### config.mk
export PLATFORM = sky130hd
export DESIGN_NAME = dq_ctrl
export DESIGN_NICKNAME = d
export VERILOG_FILES = /design/src/sv/dq_pkg.sv /design/src/sv/dq_ctrl.sv
export SDC_FILE = /design/constraint.sdc
export NUM_CORES = 1
export LEC_CHECK = 0
export BUFFER_PORTS_ARGS = -buffer_cell sky130_fd_sc_hd__buf_2
export CAP_MARGIN = 25
export CORE_AREA = 2 2 39 41
export CTS_BUF_LIST = sky130_fd_sc_hd__clkbuf_2
export DETAILED_ROUTE_END_ITERATION = 12
export DIE_AREA = 0 0 41 43
export MAX_ROUTING_LAYER = met4
export SLEW_MARGIN = 20
export SYNTH_ARGS = -nofsm -noshare
export SYNTH_HDL_FRONTEND = slang
export SYNTH_SLANG_ARGS = --single-unit
### constraint.sdc
create_clock -name clk_i -period 1.5 [get_ports clk_i]
set_input_delay 0.3 -clock clk_i [delete_from_list [all_inputs] [get_ports clk_i]]
set_output_delay 0.3 -clock clk_i [all_outputs]
set_load 0.03 [all_outputs]
### src/sv/dq_pkg.sv
// Shared types and codes for the double-ended queue.
package dq_pkg;

  typedef enum logic [2:0] {
    OP_INS_FRONT = 3'd0,
    OP_INS_BACK  = 3'd1,
    OP_REM_FRONT = 3'd2,
    OP_REM_BACK  = 3'd3,
    OP_LIST      = 3'd4
  } dq_op_e;

  typedef enum logic [1:0] {
    STS_OK    = 2'd0,
    STS_EMPTY = 2'd1,
    STS_FULL  = 2'd2
  } dq_status_e;

  typedef enum logic [1:0] {
    S_IDLE,
    S_EXEC,
    S_LIST
  } dq_state_e;

  // Controller to datapath.
  typedef struct packed {
    logic capture;    // latch request, start first ring read
    logic exec;       // perform operation, load result register
    logic list_emit;  // load next listed element
  } dq_cmd_t;

  // Datapath to controller.
  typedef struct packed {
    logic out_free;        // result register free or draining
    logic more_after_exec; // listing continues after first element
    logic more_after_step; // listing continues after current element
  } dq_sts_t;

  localparam int unsigned ValueW = 32;
  localparam int unsigned OccW   = 5;

endpackage

### src/sv/dq_ctrl.sv
// Controller state machine: sequences capture, execution and listing.
module dq_ctrl
  import dq_pkg::*;
(
  input  logic    clk_i,
  input  logic    rst_ni,
  input  logic    in_valid_i,
  output logic    in_ready_o,
  input  dq_sts_t sts_i,
  output dq_cmd_t cmd_o
);

  dq_state_e state_q, state_d;

  always_ff @(posedge clk_i or negedge rst_ni) begin
    if (!rst_ni) begin
      state_q <= S_IDLE;
    end else begin
      state_q <= state_d;
    end
  end

  always_comb begin
    state_d    = state_q;
    in_ready_o = 1'b0;
    cmd_o      = '0;
    unique case (state_q)
      S_IDLE: begin
        in_ready_o = 1'b1;
        if (in_valid_i) begin
          cmd_o.capture = 1'b1;
          state_d       = S_EXEC;
        end
      end
      S_EXEC: begin
        if (sts_i.out_free) begin
          cmd_o.exec = 1'b1;
          state_d    = sts_i.more_after_exec ? S_LIST : S_IDLE;
        end
      end
      S_LIST: begin
        if (sts_i.out_free) begin
          cmd_o.list_emit = 1'b1;
          if (!sts_i.more_after_step) begin
            state_d = S_IDLE;
          end
        end
      end
      default: state_d = S_IDLE;
    endcase
  end

endmodule

==> results.md <==
Layout
• 206 um2 — cell area after layout
• state_q (2) — largest registers
• state_q — register containing the most flip-flops in the final layout
• 41 — final non-filler cell total
• 81.3% — area delta synth->final
• 2 — flip-flop count of the largest register after layout
• 0 — number of antenna cells inserted
• 33 — net count reported at finish
• 56.0% — fraction of layout instances using a drive strength above 1

Hold path
• in -> reg — min-delay worst type

Setup path
• 1.03 ns — Worst EP arrival
• flip-flops — CP delay by family, top
• 1 — buffer and inverter count on the worst path
• dfrtp_1 — master of the slowest instance on the critical path
• and3b_1 > buf_2 — list of cells traversed by the critical path
• reg -> out — Critical Setup Path Class
• output pin — type of element capturing the critical path
• 0.40 ns — Crit path largest cell delay
• 1.20 ns — Worst EP required
• 5 — Max FO, Critical Path
• flop — element type at the critical path start

Route
• 0 — Post-route DRC
• 1 — First-pass DRT Iterations
• 3.34 — vias per cell
• 0 — Final ANT Viol Nets
• 0 — number of violations reported at the end of detailed-routing iteration 0
• 301 um — routed wire length
• 137 — count of vias placed by the detailed router
• 7.34 um — average wire per cell in the routed design

Clocking
• 2 — CTS sink count
• 0.19 ns — Clk Latency, worst-skew pair
• 2 — maximum clock path buffer count
• 3 — clock buffers created by TritonCTS
• 0.03 ns — CTS clock-pin slew for the worst setup and hold paths
• clkbuf_2 — clock tree root driver cell
• built — CTS tree
• 0 — post-CTS setup buffer count
• 1 — maximum level of the CTS H-tree
• 0 — number of cells upsized or downsized after cts

Timing
• 88.8% — period utilization
• false — setup repair after global routing missed its margin
• 0.00153 ns — maximum clock skew at final layout
• 0 — Final Max Slew Viols
• 0 — number of failing setup endpoints in the final timing report
• 0 ns — Total Negative Setup Slacks
• 0 — final hold vios
• 0.157 ns — worst slew pin tran
• 1.33 ns — final worst path period need
• 89.6% — relative max-transition margin
• 751 MHz — highest clock frequency the design can meet

Floorplanning
• 41 um — Die Wd
• 1380 um2 — Std-Cell Core Area
• 14 — row count
• 43 um — overall die height
• 1760 um2 — floorplan die area
• 8.23% — effective utilization at floorplan
• 10 — count of boundary I/O pins

Power
• 0.388 mW — PnR Total Power
• 0.232 mV — highest ir drop seen on vdd
• 1880 nW/um2 — Cell Pwr Density
• 0.112 nW — leakage power total

Global route
• 0 — initial antenna violation count
• 150 — number of global-route vias before repair
• 5.25% — global-route total usage across every layer
• 503 um — first-pass GRT wire length
• 6 — maximum number of pins on one net before global-route repair
• 0 — total congestion overflow

Synthesis
• 12 — number of standard cells after synthesis
• 44.0% — portion of the post-synthesis area used by sequential elements
• 18 — net count after synthesis
• 9.49 um2 — average instance area after synthesis
• 2 — post-synthesis sequential element count
• 0 — Yosys warning count
• 114 um2 — Synth Cell Area
• 9 — count of different cell masters after synthesis

Run status
• complete, no violations — run status

Placed design
• 37 — placed instance count
• 181 um2 — placed instance area
• 9 — count of port buffers added during placement
• 0.538 — global placer's final weighted congestion

Flow run
• 0 — max-cap violations

==> worst reg2reg max path: cells and delay by family (launching register included) <==
family	cells	cell delay [ns]
flip-flops	1	0.40
AND/OR/NAND/NOR	1	0.21
AO/OA/AOI/OAI	1	0.20
==> power breakdown <==
| group | leakage, nW | switching (mW) | internal (mW) |
|---|---|---|---|
| registers | 0.0256 | 0.0273 | 0.0774 |
| logic | 0.0737 | 0.125 | 0.0745 |
| clock network | 0.0125 | 0.0308 | 0.0532 |
| total | 0.112 | 0.183 | 0.205 |
==> final timing paths <==
check                           slack, ns        from  depth (start not counted)          to
worst max-delay path                 0.17  state_q[1]                          2    cmd_o[1]
worst max register to register       0.57  state_q[0]                          2  state_q[1]
max in group asynchronous            0.98      rst_ni                          2  state_q[1]
worst min register to register       0.49  state_q[1]                          1  state_q[0]
worst min-delay path                 0.34    sts_i[1]                          2  state_q[1]
min in group asynchronous            0.42      rst_ni                          2  state_q[0]
==> cells in the mapped netlist (all sizes together) <==
cell type  n  share of area, %
inv        1               3.3
dfrtp      2                44
a21oi      1               4.4
nor2       1               3.3
and3       1               6.6
and3b      1               7.7
nand2b     3                16
and2       1               5.5
a32o       1               8.8
==> layout by cell type, fill, tap and decap left out <==
master	n
a21oi_1	1
a32o_1	1
and2_1	1
and3_2	1
and3b_1	1
buf_2	9
clkbuf_2	3
dfrtp_1	2
dlygate4sd3_1	1
inv_1	1
nand2b_1	3
nor2_2	1
==> layout make-up <==
| type | instances | area (um2) |
|---|---|---|
| well taps | 16 | 20.0 |
| multi-input cells | 9 | 62.6 |
| flip-flops and latches | 2 | 50.0 |
| fillers | 165 | 1180 |
| inverters | 1 | 3.75 |
| clock buffers | 3 | 15.0 |
| repair buffers | 10 | 55.1 |
==> through the flow <==
step / hold WS (ns) / setup WS [ns] / util (%)
after floorplan: 0.00441 / 0.136 / -
after global placement: 0.0876 / 0.371 / 13.1
after detailed placement: 0.0897 / 0.361 / 13.1
after CTS: 0.333 / 0.145 / 14.9
after global routing: 0.347 / 0.0980 / 14.9
final: 0.342 / 0.168 / 14.9
==> per-layer routing <==
layer	part of all wire, %	track usage (%)
met5	0	-
met2	48	6.25
met3	17	4.71
met1	36	3.22
met4	0	8.00
==> kinds of logic (layout without fill, tap and decap cells) <==
kind of cell | after synthesis | count (layout) | synth area share, %
AOI/OAI and AO/OA | 2 | 2 | 13.2
buffers and inverters | 1 | 14 | 3.29
DFF | 2 | 2 | 44.0
and+or+nand+nor | 7 | 7 | 39.6
==> timing repair <==
action                                  in CTS  in global routing
endpoints found under the setup margin       0                  0
hold buffers                                 1                  0
hold endpoints to repair                     2                  0
Power figures use the tool's default switching activity.
