--- src/sv/dq_pkg.sv ---
// Shared types and codes for the double-ended queue.
package dq_pkg;

  typedef enum logic [2:0] {
    OP_INS_FRONT = 3'd0,
    OP_INS_BACK  = 3'd1,
    OP_REM_FRONT = 3'd2,
    OP_REM_BACK  = 3'd3,
    OP_LIST      = 3'd4
  } dq_op_e;

  typedef enum logic [1:0] {
    STS_OK    = 2'd0,
    STS_EMPTY = 2'd1,
    STS_FULL  = 2'd2
  } dq_status_e;

  typedef enum logic [1:0] {
    S_IDLE,
    S_EXEC,
    S_LIST
  } dq_state_e;

  // Controller to datapath.
  typedef struct packed {
    logic capture;    // latch request, start first ring read
    logic exec;       // perform operation, load result register
    logic list_emit;  // load next listed element
  } dq_cmd_t;

  // Datapath to controller.
  typedef struct packed {
    logic out_free;        // result register free or draining
    logic more_after_exec; // listing continues after first element
    logic more_after_step; // listing continues after current element
  } dq_sts_t;

  localparam int unsigned ValueW = 32;
  localparam int unsigned OccW   = 5;

endpackage

--- src/sv/dq_ram.sv ---
// Generic single-write, single-read RAM with registered read data.
module dq_ram #(
  parameter int unsigned Width = 32,
  parameter int unsigned Depth = 16
) (
  input  logic                     clk_i,
  input  logic                     we_i,
  input  logic [$clog2(Depth)-1:0] waddr_i,
  input  logic [Width-1:0]         wdata_i,
  input  logic                     re_i,
  input  logic [$clog2(Depth)-1:0] raddr_i,
  output logic [Width-1:0]         rdata_o
);

  logic [Width-1:0] mem_q [Depth];
  logic [Width-1:0] rdata_q;

  always_ff @(posedge clk_i) begin
    if (we_i) begin
      mem_q[waddr_i] <= wdata_i;
    end
    if (re_i) begin
      rdata_q <= mem_q[raddr_i];
    end
  end

  assign rdata_o = rdata_q;

endmodule

--- src/sv/dq_dp.sv ---
// Datapath: ring pointers, ring memory and result register.
module dq_dp
  import dq_pkg::*;
#(
  parameter int unsigned CAPACITY = 16
) (
  input  logic              clk_i,
  input  logic              rst_ni,
  input  dq_cmd_t           cmd_i,
  output dq_sts_t           sts_o,
  input  logic [2:0]        in_operation_i,
  input  logic [ValueW-1:0] in_value_i,
  output logic              out_valid_o,
  input  logic              out_ready_i,
  output logic [ValueW-1:0] out_value_o,
  output logic [1:0]        out_status_o,
  output logic              out_last_o,
  output logic [OccW-1:0]   out_occupancy_o
);

  localparam int unsigned IW = $clog2(CAPACITY);
  localparam int unsigned CW = $clog2(CAPACITY + 1);
  localparam logic [IW:0]   CapS = (IW + 1)'(CAPACITY);
  localparam logic [CW-1:0] CapC = CW'(CAPACITY);

  // (a + b) mod CAPACITY for a and b below CAPACITY
  function automatic logic [IW-1:0] ring_add(input logic [IW-1:0] a, input logic [IW-1:0] b);
    logic [IW:0] s;
    s = {1'b0, a} + {1'b0, b};
    if (s >= CapS) begin
      s = s - CapS;
    end
    return s[IW-1:0];
  endfunction

  logic [IW-1:0]     front_q, front_d;
  logic [CW-1:0]     count_q, count_d;
  logic [IW-1:0]     idx_q, idx_d;
  dq_op_e            op_q;
  logic [ValueW-1:0] val_q;

  logic              out_valid_q, out_valid_d;
  logic [ValueW-1:0] out_value_q, out_value_d;
  dq_status_e        out_status_q, out_status_d;
  logic              out_last_q, out_last_d;
  logic [OccW-1:0]   out_occ_q, out_occ_d;

  logic              ram_we, ram_re;
  logic [IW-1:0]     ram_waddr, ram_raddr, next_idx;
  logic [ValueW-1:0] ram_rdata;

  logic full, empty, load;
  dq_op_e in_op;

  assign full  = (count_q == CapC);
  assign empty = (count_q == '0);
  assign in_op = dq_op_e'(in_operation_i);
  assign load  = cmd_i.exec || cmd_i.list_emit;

  assign sts_o.out_free        = !out_valid_q || out_ready_i;
  assign sts_o.more_after_exec = (op_q == OP_LIST) && (count_q > CW'(1));
  assign sts_o.more_after_step = ((CW'(idx_q) + CW'(1)) != count_q);

  assign next_idx = cmd_i.exec ? IW'(1) : IW'(idx_q + 1'b1);

  // Read port: first access at capture, then one element per listing step.
  always_comb begin
    ram_re    = 1'b0;
    ram_raddr = front_q;
    if (cmd_i.capture) begin
      ram_re = 1'b1;
      if (in_op == OP_REM_BACK) begin
        ram_raddr = ring_add(front_q, IW'(count_q - CW'(1)));
      end
    end else if ((cmd_i.exec && sts_o.more_after_exec) ||
                 (cmd_i.list_emit && sts_o.more_after_step)) begin
      ram_re    = 1'b1;
      ram_raddr = ring_add(front_q, next_idx);
    end
  end

  always_comb begin
    front_d      = front_q;
    count_d      = count_q;
    idx_d        = idx_q;
    ram_we       = 1'b0;
    ram_waddr    = ring_add(front_q, IW'(count_q));
    out_value_d  = '0;
    out_status_d = STS_OK;
    out_last_d   = 1'b1;
    if (cmd_i.exec) begin
      unique case (op_q) inside
        OP_INS_FRONT, OP_INS_BACK: begin
          if (full) begin
            out_status_d = STS_FULL;
          end else begin
            ram_we  = 1'b1;
            count_d = count_q + CW'(1);
            if (op_q == OP_INS_FRONT) begin
              front_d   = ring_add(front_q, IW'(CAPACITY - 1));
              ram_waddr = front_d;
            end
          end
        end
        OP_REM_FRONT, OP_REM_BACK: begin
          if (empty) begin
            out_status_d = STS_EMPTY;
          end else begin
            out_value_d = ram_rdata;
            count_d     = count_q - CW'(1);
            if (op_q == OP_REM_FRONT) begin
              front_d = ring_add(front_q, IW'(1));
            end
          end
        end
        OP_LIST: begin
          if (empty) begin
            out_status_d = STS_EMPTY;
          end else begin
            out_value_d = ram_rdata;
            out_last_d  = !sts_o.more_after_exec;
            idx_d       = next_idx;
          end
        end
        default: begin
          out_status_d = STS_OK;
        end
      endcase
    end else if (cmd_i.list_emit) begin
      out_value_d = ram_rdata;
      out_last_d  = !sts_o.more_after_step;
      idx_d       = next_idx;
    end
    out_occ_d = OccW'(count_d);
  end

  always_comb begin
    out_valid_d = out_valid_q;
    if (load) begin
      out_valid_d = 1'b1;
    end else if (out_ready_i) begin
      out_valid_d = 1'b0;
    end
  end

  always_ff @(posedge clk_i or negedge rst_ni) begin
    if (!rst_ni) begin
      front_q     <= '0;
      count_q     <= '0;
      idx_q       <= '0;
      out_valid_q <= 1'b0;
    end else begin
      front_q     <= front_d;
      count_q     <= count_d;
      idx_q       <= idx_d;
      out_valid_q <= out_valid_d;
    end
  end

  // Payload registers: hold request and result.
  always_ff @(posedge clk_i) begin
    if (cmd_i.capture) begin
      op_q  <= in_op;
      val_q <= in_value_i;
    end
    if (load) begin
      out_value_q  <= out_value_d;
      out_status_q <= out_status_d;
      out_last_q   <= out_last_d;
      out_occ_q    <= out_occ_d;
    end
  end

  dq_ram #(
    .Width (ValueW),
    .Depth (CAPACITY)
  ) u_ram (
    .clk_i   (clk_i),
    .we_i    (ram_we),
    .waddr_i (ram_waddr),
    .wdata_i (val_q),
    .re_i    (ram_re),
    .raddr_i (ram_raddr),
    .rdata_o (ram_rdata)
  );

  assign out_valid_o     = out_valid_q;
  assign out_value_o     = out_value_q;
  assign out_status_o    = out_status_q;
  assign out_last_o      = out_last_q;
  assign out_occupancy_o = out_occ_q;

  a_count_bound: assert property (@(posedge clk_i) disable iff (!rst_ni)
    count_q <= CapC)
    else $error("element count exceeds capacity");

  a_front_bound: assert property (@(posedge clk_i) disable iff (!rst_ni)
    {1'b0, front_q} < CapS)
    else $error("front index out of ring");

  a_full_refused: assert property (@(posedge clk_i) disable iff (!rst_ni)
    (cmd_i.exec && full && (op_q == OP_INS_FRONT || op_q == OP_INS_BACK))
    |=> ($stable(count_q) && $stable(front_q)))
    else $error("refused insert changed queue state");

  a_list_end: assert property (@(posedge clk_i) disable iff (!rst_ni)
    (cmd_i.list_emit && !sts_o.more_after_step) |=> (out_last_q && out_valid_q))
    else $error("final listed element not marked last");

endmodule

--- config.mk ---
export PLATFORM = sky130hd
export DESIGN_NAME = dq_dp
export DESIGN_NICKNAME = d
export VERILOG_FILES = /design/src/sv/dq_pkg.sv /design/src/sv/dq_ram.sv /design/src/sv/dq_dp.sv
export SDC_FILE = /design/constraint.sdc
export NUM_CORES = 1
export LEC_CHECK = 0
export ABC_CLOCK_PERIOD_IN_PS = 3500
export BUFFER_PORTS_ARGS = -buffer_cell sky130_fd_sc_hd__buf_4
export CAP_MARGIN = 20
export CORE_ASPECT_RATIO = 0.75
export CORE_MARGIN = 8
export CORE_UTILIZATION = 45
export DETAILED_ROUTE_END_ITERATION = 7
export MAX_ROUTING_LAYER = met4
export SETUP_SLACK_MARGIN = 0.2
export SLEW_MARGIN = 5
export SYNTH_ARGS = -nofsm -noshare
export SYNTH_HDL_FRONTEND = slang
export SYNTH_SLANG_ARGS = --single-unit
--- constraint.sdc ---
create_clock -name clk_i -period 3.5 [get_ports clk_i]
set_input_delay 0.875 -clock clk_i [delete_from_list [all_inputs] [get_ports clk_i]]
set_output_delay 0.875 -clock clk_i [all_outputs]
set_load 0.05 [all_outputs]
==> run metrics, run 1 <==
status completed; largest net degree at the start of global routing 47; WL per Instance 24.1 microns; CTS H-tree depth 2; drt first pass iters 6; vias in the first global route approximately 14,000; share of cells above drive strength 1 about a quarter; Async SR Flop Fraction 2.21%; Syn Area/Cell 15.2 sq um; area grow syn2layout 22.6%; Ports 85; Synth top area share between 70% and 80%; setup_tns 0 ns; top cells by area, synth edfxtp_1 73%, nand2_1 5.1%, mux2i_1 2.5%; CP Launch Type register; Antenna diodes 0; CP Data Arrival Time roughly 3.8 ns; dpl hpwl 36,300 microns; IO Port Bufs 84; top cells by count, synth 619 x edfxtp_1, 341 x nand2_1, 98 x and3_1, 72 x a21oi_1, 64 x mux2i_1; clk_lat worst skew approximately 0.64 ns; Synth area leader edfxtp_1; Starting Density approximately 45%; Yosys reg bits 633; placed cells 2,528; die area 64,100 sq um; Hold Crit Class in2async; row count 75; Non-Filler Instances 2,668; Worst-Margin Slew around 0.6 ns; RD Place Congestion roughly 0.80; CTS root buffer clkbuf_16; Die Height 221 microns; Crit. End Element register; sequential area share after synthesis 74.9%; initial antenna violation count 2; Worst-path clk slew roughly 0.070 ns; Post-synth EDFFs 619; peak supply drop 0.540 mV; final setup violation count 0; global-route wire length before repair between 90,000 and 100,000 microns; total CTS buffers 60; library cells used by synthesis 52; ys flop type edfxtp_1; Slew HR 58.8%; most common cell in the netlist edfxtp_1; RSZ-0062 raised after global routing yes; final wirelength 64,300 microns; TritonCTS Sinks 633; number of vias per cell 5.65; Antenna Nets Post-Route 0; Final Slew Violations 0; Iteration-0 DRC Markers between 1,000 and 1,500; Fin Clk Skew 0.0162 ns; core area 55,700 sq um; Max-cap violations 0; Syn. warnings 0; maximum clock rate 306 MHz; Tcrit/Tclk final 93.2%; pre-CTS setup slack -0.210 ns; synthesized area between 20,000 and 30,000 sq um; CP Max Fanout 11; DR DRC count 0; critical path type reg2reg; Cells after Synth 1,669; total power 0.0286 W; Leak Pwr 11.3 nW; net count reported at finish between 1,500 and 2,000; Critical Path RT between 4 and 5 ns; GRT Overall Usage 19.6%; final hold viol count 0; fin crit period 3.26 ns; maximum clock path buffer count 3; PwrDens a little over 900 nW/um^2; CTS tree yes; Synthesized Nets 1,729; GR Overflow Total 0; Die Wd between 200 and 300 microns; final worst setup slack ~0.24 ns; Vias 15,100
## per-stage QoR
| stage | area (sq um) | hold WS (ns) | util, % |
|---|---|---|---|
| detailed placement | 28300 | 0.509 | 50.7 |
| CTS | 30400 | 0.0639 | 54.5 |
| floorplan | 25300 | 0.472 | - |
| finish | 31000 | 0.102 | 55.6 |
| global placement | 28300 | 0.497 | 50.7 |
| global route | 31000 | 0.0818 | 55.6 |
## sequential cells by signal (all words and copies together), names as in the netlist, 2 cells and up
register	cells
front_q	4
out_status_o	2
out_value_o	32
val_q	32
op_q	3
idx_q	4
u_ram.rdata_o	32
out_occupancy_o	5
count_q	5
u_ram.mem_q	512
## power by group
| group | internal, W | leakage, nW | switching (W) | total [W] |
|---|---|---|---|---|
| sequential | 0.00937 | 5.89 | 0.000408 | 0.00978 |
| clock | 0.00366 | 0.955 | 0.00286 | 0.00652 |
| combinational | 0.00557 | 4.43 | 0.00673 | 0.0123 |
| total | 0.0186 | 11.3 | 0.0100 | 0.0286 |
## cell type report
type,instances,area [sq um]
timing repair buffer,256,2910
clock inverter,40,415
multi-input combinational,928,6220
sequential,633,18900
tap,731,915
clock buffer,70,1560
fill,4420,24700
inverter,10,37.5
## layout by cell type, fill, tap and decap left out, types with 5 or more instances in the layout
cell	Yosys	layout
a211o_1	32	32
a211oi_1	32	30
a21oi_1	72	68
a32oi_1	35	35
and2_1	34	33
and3_1	98	95
buf_12	0	55
buf_16	0	6
buf_4	3	177
buf_6	15	9
bufinv_16	0	6
clkbuf_1	34	9
clkbuf_16	0	69
clkinv_1	0	11
clkinv_2	0	9
dfrtp_1	14	14
edfxtp_1	619	619
ha_1	16	12
inv_1	10	6
mux2_2	36	33
mux2i_1	64	63
nand2_1	341	337
nand3_1	9	7
nor2_1	29	12
nor2_4	0	17
nor2b_1	6	5
nor3_1	7	5
o21ai_0	15	13
o32ai_1	33	26
o32ai_2	0	7
xnor2_1	16	14
xor2_1	7	7
## layer usage
metal	global-route usage, %	up-vias	share of wire [%]
li1	-	6780	-
met1	28.5	7667	45
met2	29.1	545	46
met3	2.71	94	6.8
met4	4.76	0	2.0
met5	-	-	0
## kinds of logic after synthesis
group,Yosys count,share of synthesized area [%]
adders and majority gates,19,1.03
and+or+nand+nor,540,9.70
AOI/OAI and AO/OA,243,6.97
buffers and inverters,109,2.31
xor gates and xnor gates,25,0.975
muxes,100,4.14
DFF,633,74.9
## what timing repair did
item | 4_1_cts | 5_1_grt
buffers inserted | 6 | 13
gates resized for setup | 15 | 53
hold buffers | 0 | 0
pin swaps | 4 | 17
cloned | 1 | 10
setup endpoints to repair | 32 | 45
## final timing paths
path	start	endpoint	slack [ns]	cells past startpoint
setup / recovery	idx_q[1]	u_ram.rdata_o[28]	0.24	14
hold / removal	rst_ni	out_valid_o	0.10	1
setup reg to reg	idx_q[1]	u_ram.rdata_o[28]	0.24	14
hold reg to reg	u_ram.rdata_o[29]	out_value_o[29]	0.52	1
max in group asynchronous	rst_ni	count_q[1]	3.21	1
min in group clk_i	in_value_i[23]	val_q[23]	0.41	1
## worst max-delay path, cell delays in order (launching register included)
cell and delay (ns):
dfrtp_1 0.40, buf_4 0.14, and3_2 0.23, xnor3_1 0.28, o31ai_4 0.25, buf_4 0.17, a21oi_4 0.07, buf_4 0.15
a221oi_4 0.32, buf_4 0.22, clkbuf_16 0.18, nand2_1 0.05, and3_1 0.16, o32ai_1 0.38, a211o_1 0.15
Note: power is estimated with default switching activity, not from simulation.
==> run 2, diff against run 1 <==
--- a/config.mk
+++ b/config.mk
@@ -13,6 +13,7 @@
 export CORE_UTILIZATION = 45
 export DETAILED_ROUTE_END_ITERATION = 7
 export MAX_ROUTING_LAYER = met4
+export RECOVER_POWER = 50
 export SETUP_SLACK_MARGIN = 0.2
 export SLEW_MARGIN = 5
 export SYNTH_ARGS = -nofsm -noshare
==> run 2 against run 1 <==
The flow now finishes with violations (capacitance limit, slew limit). First-iteration DRC count increased by 3.3%. Non-clock buffer count unchanged. Count of clock-buffer cells in the layout unchanged. Sequential share of layout area increased by 0.10 points. Critical path depth unchanged. Cell count unchanged. Global-route usage unchanged. Sequential power about the same. Worst setup slack got worse by 0.058 ns. Clock power about the same. Cell area decreased by 0.17%. Largest cell class unchanged.
==> run metrics, run 2 (same netlist as run 1, synthesis figures left out) <==
CP Max Fanout 11; Crit path max-delay family compound AO/OA/AOI/OAI gates; Ports 85; Starting Density 45.4%; Leak Pwr between 10 and 15 nW; Final Slew Violations 43; Vias about 15,000; most frequent cells in the layout 619 x edfxtp_1, 337 x nand2_1, 131 x buf_4; GRT Max-Usage Layer met2; Worst-path clk slew 0.07 ns; max FFs per register 512; Crit-path slowest cell dfrtp_1; TritonCTS Sinks approximately 630; Worst-Margin Slew 1.83 ns; Hold Crit Class in2async; violated checks capacitance limit, slew limit; CTS tree yes; CP Launch Type register; Critical Path RT 4.01 ns; GR Overflow Total 0; Crit. End Element register; vias in the first global route 14,400; CP Data Arrival Time 3.83 ns; area grow syn2layout 22.4%; grt met2 use 29.1%; peak supply drop around 0.54 mV; dpl hpwl 36,300 microns; total CTS buffers 60; final hold viol count 0; sequential cell area 18,900 sq um; power share of the combinational group 43.0%; Clock power frac 22.8%; placed cells ~2,500; leading cell type in the layout, fill and taps excluded edfxtp_1; CTS root buffer clkbuf_16; maximum clock rate 301 MHz; Tcrit/Tclk final 94.9%; maximum clock path buffer count 3; Die Height 221 microns; largest net degree at the start of global routing between 40 and 50; Die Wd 290 microns; internal power between 0.015 and 0.02 W; NetSw 0.0100 W; GRT met3 Usage 2.71%; fin crit period 3.32 ns; PwrDens 924 nW/um^2; critical path type reg2reg; Crit path top cell by count buf_4; GRT Overall Usage roughly a fifth; critical path cell sequence buf_4 -> and3_1 -> xnor3_1 -> o31ai_4 -> buf_4 -> a21oi_4 -> buf_4 -> a221oi_4 -> buf_4 -> clkbuf_16 -> nand2_1 -> and3_1 -> o32ai_1 -> a211o_1; net count reported at finish 1,949; Antenna diodes 0; clk_lat worst skew 0.64 ns; final wirelength 64,300 microns; IO Port Bufs 84; number of vias per cell between 5 and 6; CTS H-tree depth 2; RSZ-0062 raised after global routing yes; Top reg by flops u_ram.mem_q; sequential power share 34.2%; grt met1 use ~28%; RD Place Congestion 0.803; crit path buf inv count 5; row count 75; status complete, but fails checks; Antenna Nets Post-Route 0; global-route wire length before repair approximately 92,000 microns; Non-Filler Instances 2,668; Iteration-0 DRC Markers 1,520; core area approximately 56,000 sq um; total power roughly 0.029 W; die area roughly 64,000 sq um; Slew HR -22.3%; Multi-input gate area 6220 sq um; drt first pass iters 5; fillers 4,430; net switching fraction of the power a little over a third; Fin Clk Skew 0.0147 ns; final setup violation count 0; WL per Instance around 24 microns; Max-cap violations 2; crit-path max cell delay 0.40 ns; share of cells above drive strength 1 22.6%; initial antenna violation count 2; DR DRC count 0
-- run 2: path summary, 6_finish.rpt --
kind / startpoint / endpoint / slack, ns / cells after the start
setup / recovery: idx_q[1] / u_ram.rdata_o[28] / 0.18 / 14
hold / removal: rst_ni / front_q[1] / 0.36 / 1
setup reg to reg: idx_q[1] / u_ram.rdata_o[28] / 0.18 / 14
hold reg to reg: u_ram.rdata_o[29] / out_value_o[29] / 0.52 / 1
max in group asynchronous: rst_ni / count_q[1] / 2.59 / 1
min in group clk_i: in_value_i[22] / val_q[22] / 0.44 / 1
-- run 2: what timing repair did --
action,4_1_cts,5_1_grt
gates resized for setup,15,53
setup buffers,6,13
hold buffers,0,0
gates cloned,1,10
endpoints found under the setup margin,32,45
pin swaps,4,17
-- run 2: worst register-to-register path: cells and delay by family (launching register included) --
family	cells	cell delay (ns)
simple gates	3	0.47
compound gates	5	1.17
buf+inv	5	0.87
flops	1	0.40
xor+xnor	1	0.30
-- run 2: per-stage QoR --
stage	TNS [ns]	utilization (%)	cell area, sq um	setup WS (ns)	hold WS (ns)
2_1_floorplan	0	-	25300	0.0723	0.472
3_3_place_gp	-3.23	50.7	28300	-0.153	0.497
3_5_place_dp	-4.89	50.7	28300	-0.210	0.509
4_1_cts	0	54.5	30400	0.190	0.0639
5_1_grt	0	55.5	30900	0.107	0.394
6_report	0	55.5	30900	0.178	0.356
-- run 2: power groups by stage --
| stage | combinational, W | sequential [W] | clock, W |
|---|---|---|---|
| after global routing | 0.0131 | 0.00985 | 0.00692 |
| after detailed placement | 0.0108 | 0.00991 | 0 |
| after CTS | 0.0111 | 0.00977 | 0.00666 |
| after floorplan | 0.00619 | 0.0102 | 0 |
| after global placement | 0.0107 | 0.00990 | 0 |
| final | 0.0123 | 0.00978 | 0.00652 |
-- run 2: per-layer routing --
layer	vias up	share of wire, %
met5	-	0
met4	0	2.0
met3	95	7.0
met2	524	45
met1	7680	46
li1	6774	-
-- run 2: area by class of cell --
| type | instances | share of cell area [%] |
|---|---|---|
| Clock buffer | 70 | 5.04 |
| Clock inverter | 40 | 1.34 |
| Inverter | 10 | 0.121 |
| Multi-Input combinational cell | 928 | 20.1 |
| Sequential cell | 633 | 61.2 |
| Tap cell | 731 | 2.96 |
| Timing Repair Buffer | 256 | 9.24 |
==> run 3, diff against run 2 <==
--- a/config.mk
+++ b/config.mk
@@ -11,6 +11,7 @@
 export CORE_ASPECT_RATIO = 0.75
 export CORE_MARGIN = 8
 export CORE_UTILIZATION = 45
+export CTS_BUF_LIST = sky130_fd_sc_hd__clkbuf_4 sky130_fd_sc_hd__clkbuf_8 sky130_fd_sc_hd__clkbuf_16
 export DETAILED_ROUTE_END_ITERATION = 7
 export MAX_ROUTING_LAYER = met4
 export RECOVER_POWER = 50
==> run 3 against run 2 <==
The flow still finishes with violations (capacitance limit, slew limit). Combinational power about the same. Routed wire length increased by 0.17%. Clock power increased by 1%. Cell count unchanged. Flip-flop and latch count unchanged. Die area unchanged. Maximum frequency increased by 0.23%. Via count decreased by 0.50%. Global-route usage about the same. Register-to-register slack about the same. Largest power group unchanged.
==> run metrics, run 3 (same netlist as run 1, synthesis figures left out) <==
Vias 15,000; critical path cell sequence buf_4 -> and3_1 -> xnor3_1 -> o31ai_4 -> buf_4 -> a21oi_4 -> buf_4 -> a221oi_4 -> buf_4 -> clkbuf_16 -> nand2_1 -> and3_1 -> o32ai_1 -> a211o_1; Worst-path clk slew around 0.07 ns; leading cell type in the layout, fill and taps excluded edfxtp_1; Die Height roughly 220 microns; Critical Path RT 4.00 ns; IO Port Bufs 84; Max-cap violations 2; total CTS buffers 60; CP Max Fanout 11; maximum clock rate about 300 MHz; final setup violation count 0; met2 WL roughly 29,000 microns; RD Place Congestion 0.803; Crit. End Element register; peak supply drop 0.541 mV; CP Data Arrival Time 3.82 ns; clk_lat worst skew 0.64 ns; worst r2r path cells 14; final wirelength 64,400 microns; GR Overflow Total 0; Die Wd about 290 microns; crit path buf inv count 5; total power 0.0287 W; Stages on worst setup path 14; CTS tree yes; TritonCTS Sinks 633; CP Launch Type register; Crit-path slowest cell dfrtp_1; critical path type reg2reg; Crit path max-delay family compound AO/OA/AOI/OAI gates; top sig layer met4; final worst setup slack approximately 0.19 ns; largest net degree at the start of global routing 47; Worst-Margin Slew ~1.8 ns; drt first pass iters 5; WL met3 4570 microns; setup_tns 0 ns; row count 75; fillers 4,434; pre-CTS setup slack -0.210 ns; Antenna diodes 0; PwrDens 925 nW/um^2; Crit path top cell by count buf_4; Starting Density between 40% and 50%; vias in the first global route 14,400; fin crit period 3.31 ns; die area 64,100 sq um; CTS H-tree depth 2; share of cells above drive strength 1 23.1%; WL per Instance roughly 24 microns; Antenna Nets Post-Route 0; core area 55,700 sq um; Leak Pwr 11.2 nW; maximum clock path buffer count 3; final hold viol count 0; crit-path max cell delay 0.40 ns; Iteration-0 DRC Markers roughly 1,400; area grow syn2layout 22.5%; initial antenna violation count 2; DR DRC count 0; RSZ-0062 raised after global routing yes; dpl hpwl ~36,000 microns; status complete, but fails checks; most frequent cells in the layout 619 x edfxtp_1, 337 x nand2_1, 131 x buf_4; Multi-input gate area 6220 sq um; global-route wire length before repair 92,500 microns; WL met1 29,300 microns; Top reg by flops u_ram.mem_q; violated checks capacitance limit, slew limit; Slew HR -21.5%; Ports 85; Final Slew Violations 43; sequential cell area 18,900 sq um; Fin Clk Skew 0.0161 ns; number of vias per cell 5.62; CTS root buffer clkbuf_16; net count reported at finish 1,949; max FFs per register 512; Hold Crit Class in2async; GRT Overall Usage 19.6%; Tcrit/Tclk final 94.7%
run 3: per-layer routing:
metal | GRT usage [%] | up-vias
met5 | - | -
met2 | 29.2 | 567
li1 | - | 6776
met1 | 28.5 | 7556
met3 | 2.71 | 98
met4 | 4.76 | 0
run 3: cell type report:
cell class                 instances  area share [%]
timing repair buffer             256            9.23
tap                              731            2.95
sequential                       633            61.1
clock buffer                      70            5.14
multi-input combinational        928            20.1
inverter                          10           0.121
clock inverter                    40            1.34
run 3: repair_timing:
action,4_1_cts,5_1_grt
gates cloned,1,10
endpoints found under the hold margin,0,0
gates resized for setup,15,54
pin swaps,4,17
hold buffers,0,0
setup endpoints to repair,32,45
buffers inserted,6,13
run 3: path summary, 6_finish.rpt:
kind | from | endpoint | slack, ns
setup / recovery | idx_q[1] | u_ram.rdata_o[28] | 0.19
hold / removal | rst_ni | front_q[1] | 0.35
setup reg to reg | idx_q[1] | u_ram.rdata_o[28] | 0.19
hold reg to reg | u_ram.rdata_o[29] | out_value_o[29] | 0.52
max in group asynchronous | rst_ni | idx_q[1] | 2.59
min in group clk_i | in_value_i[12] | val_q[12] | 0.44
run 3: per-stage QoR:
stage	instances	cell area [sq um]	hold slack (ns)	util [%]
2_1_floorplan	1669	25300	0.472	-
3_3_place_gp	2528	28300	0.497	50.7
3_5_place_dp	2528	28300	0.509	50.7
4_1_cts	2645	30400	0.0639	54.6
5_1_grt	2668	31000	0.394	55.6
6_report	2668	31000	0.353	55.6
run 3: power by group:
part           internal, W  switching (W)  total (W)
combinational      0.00555        0.00673     0.0123
sequential         0.00937       0.000409    0.00978
clock              0.00373        0.00286    0.00659
total               0.0187         0.0100     0.0287
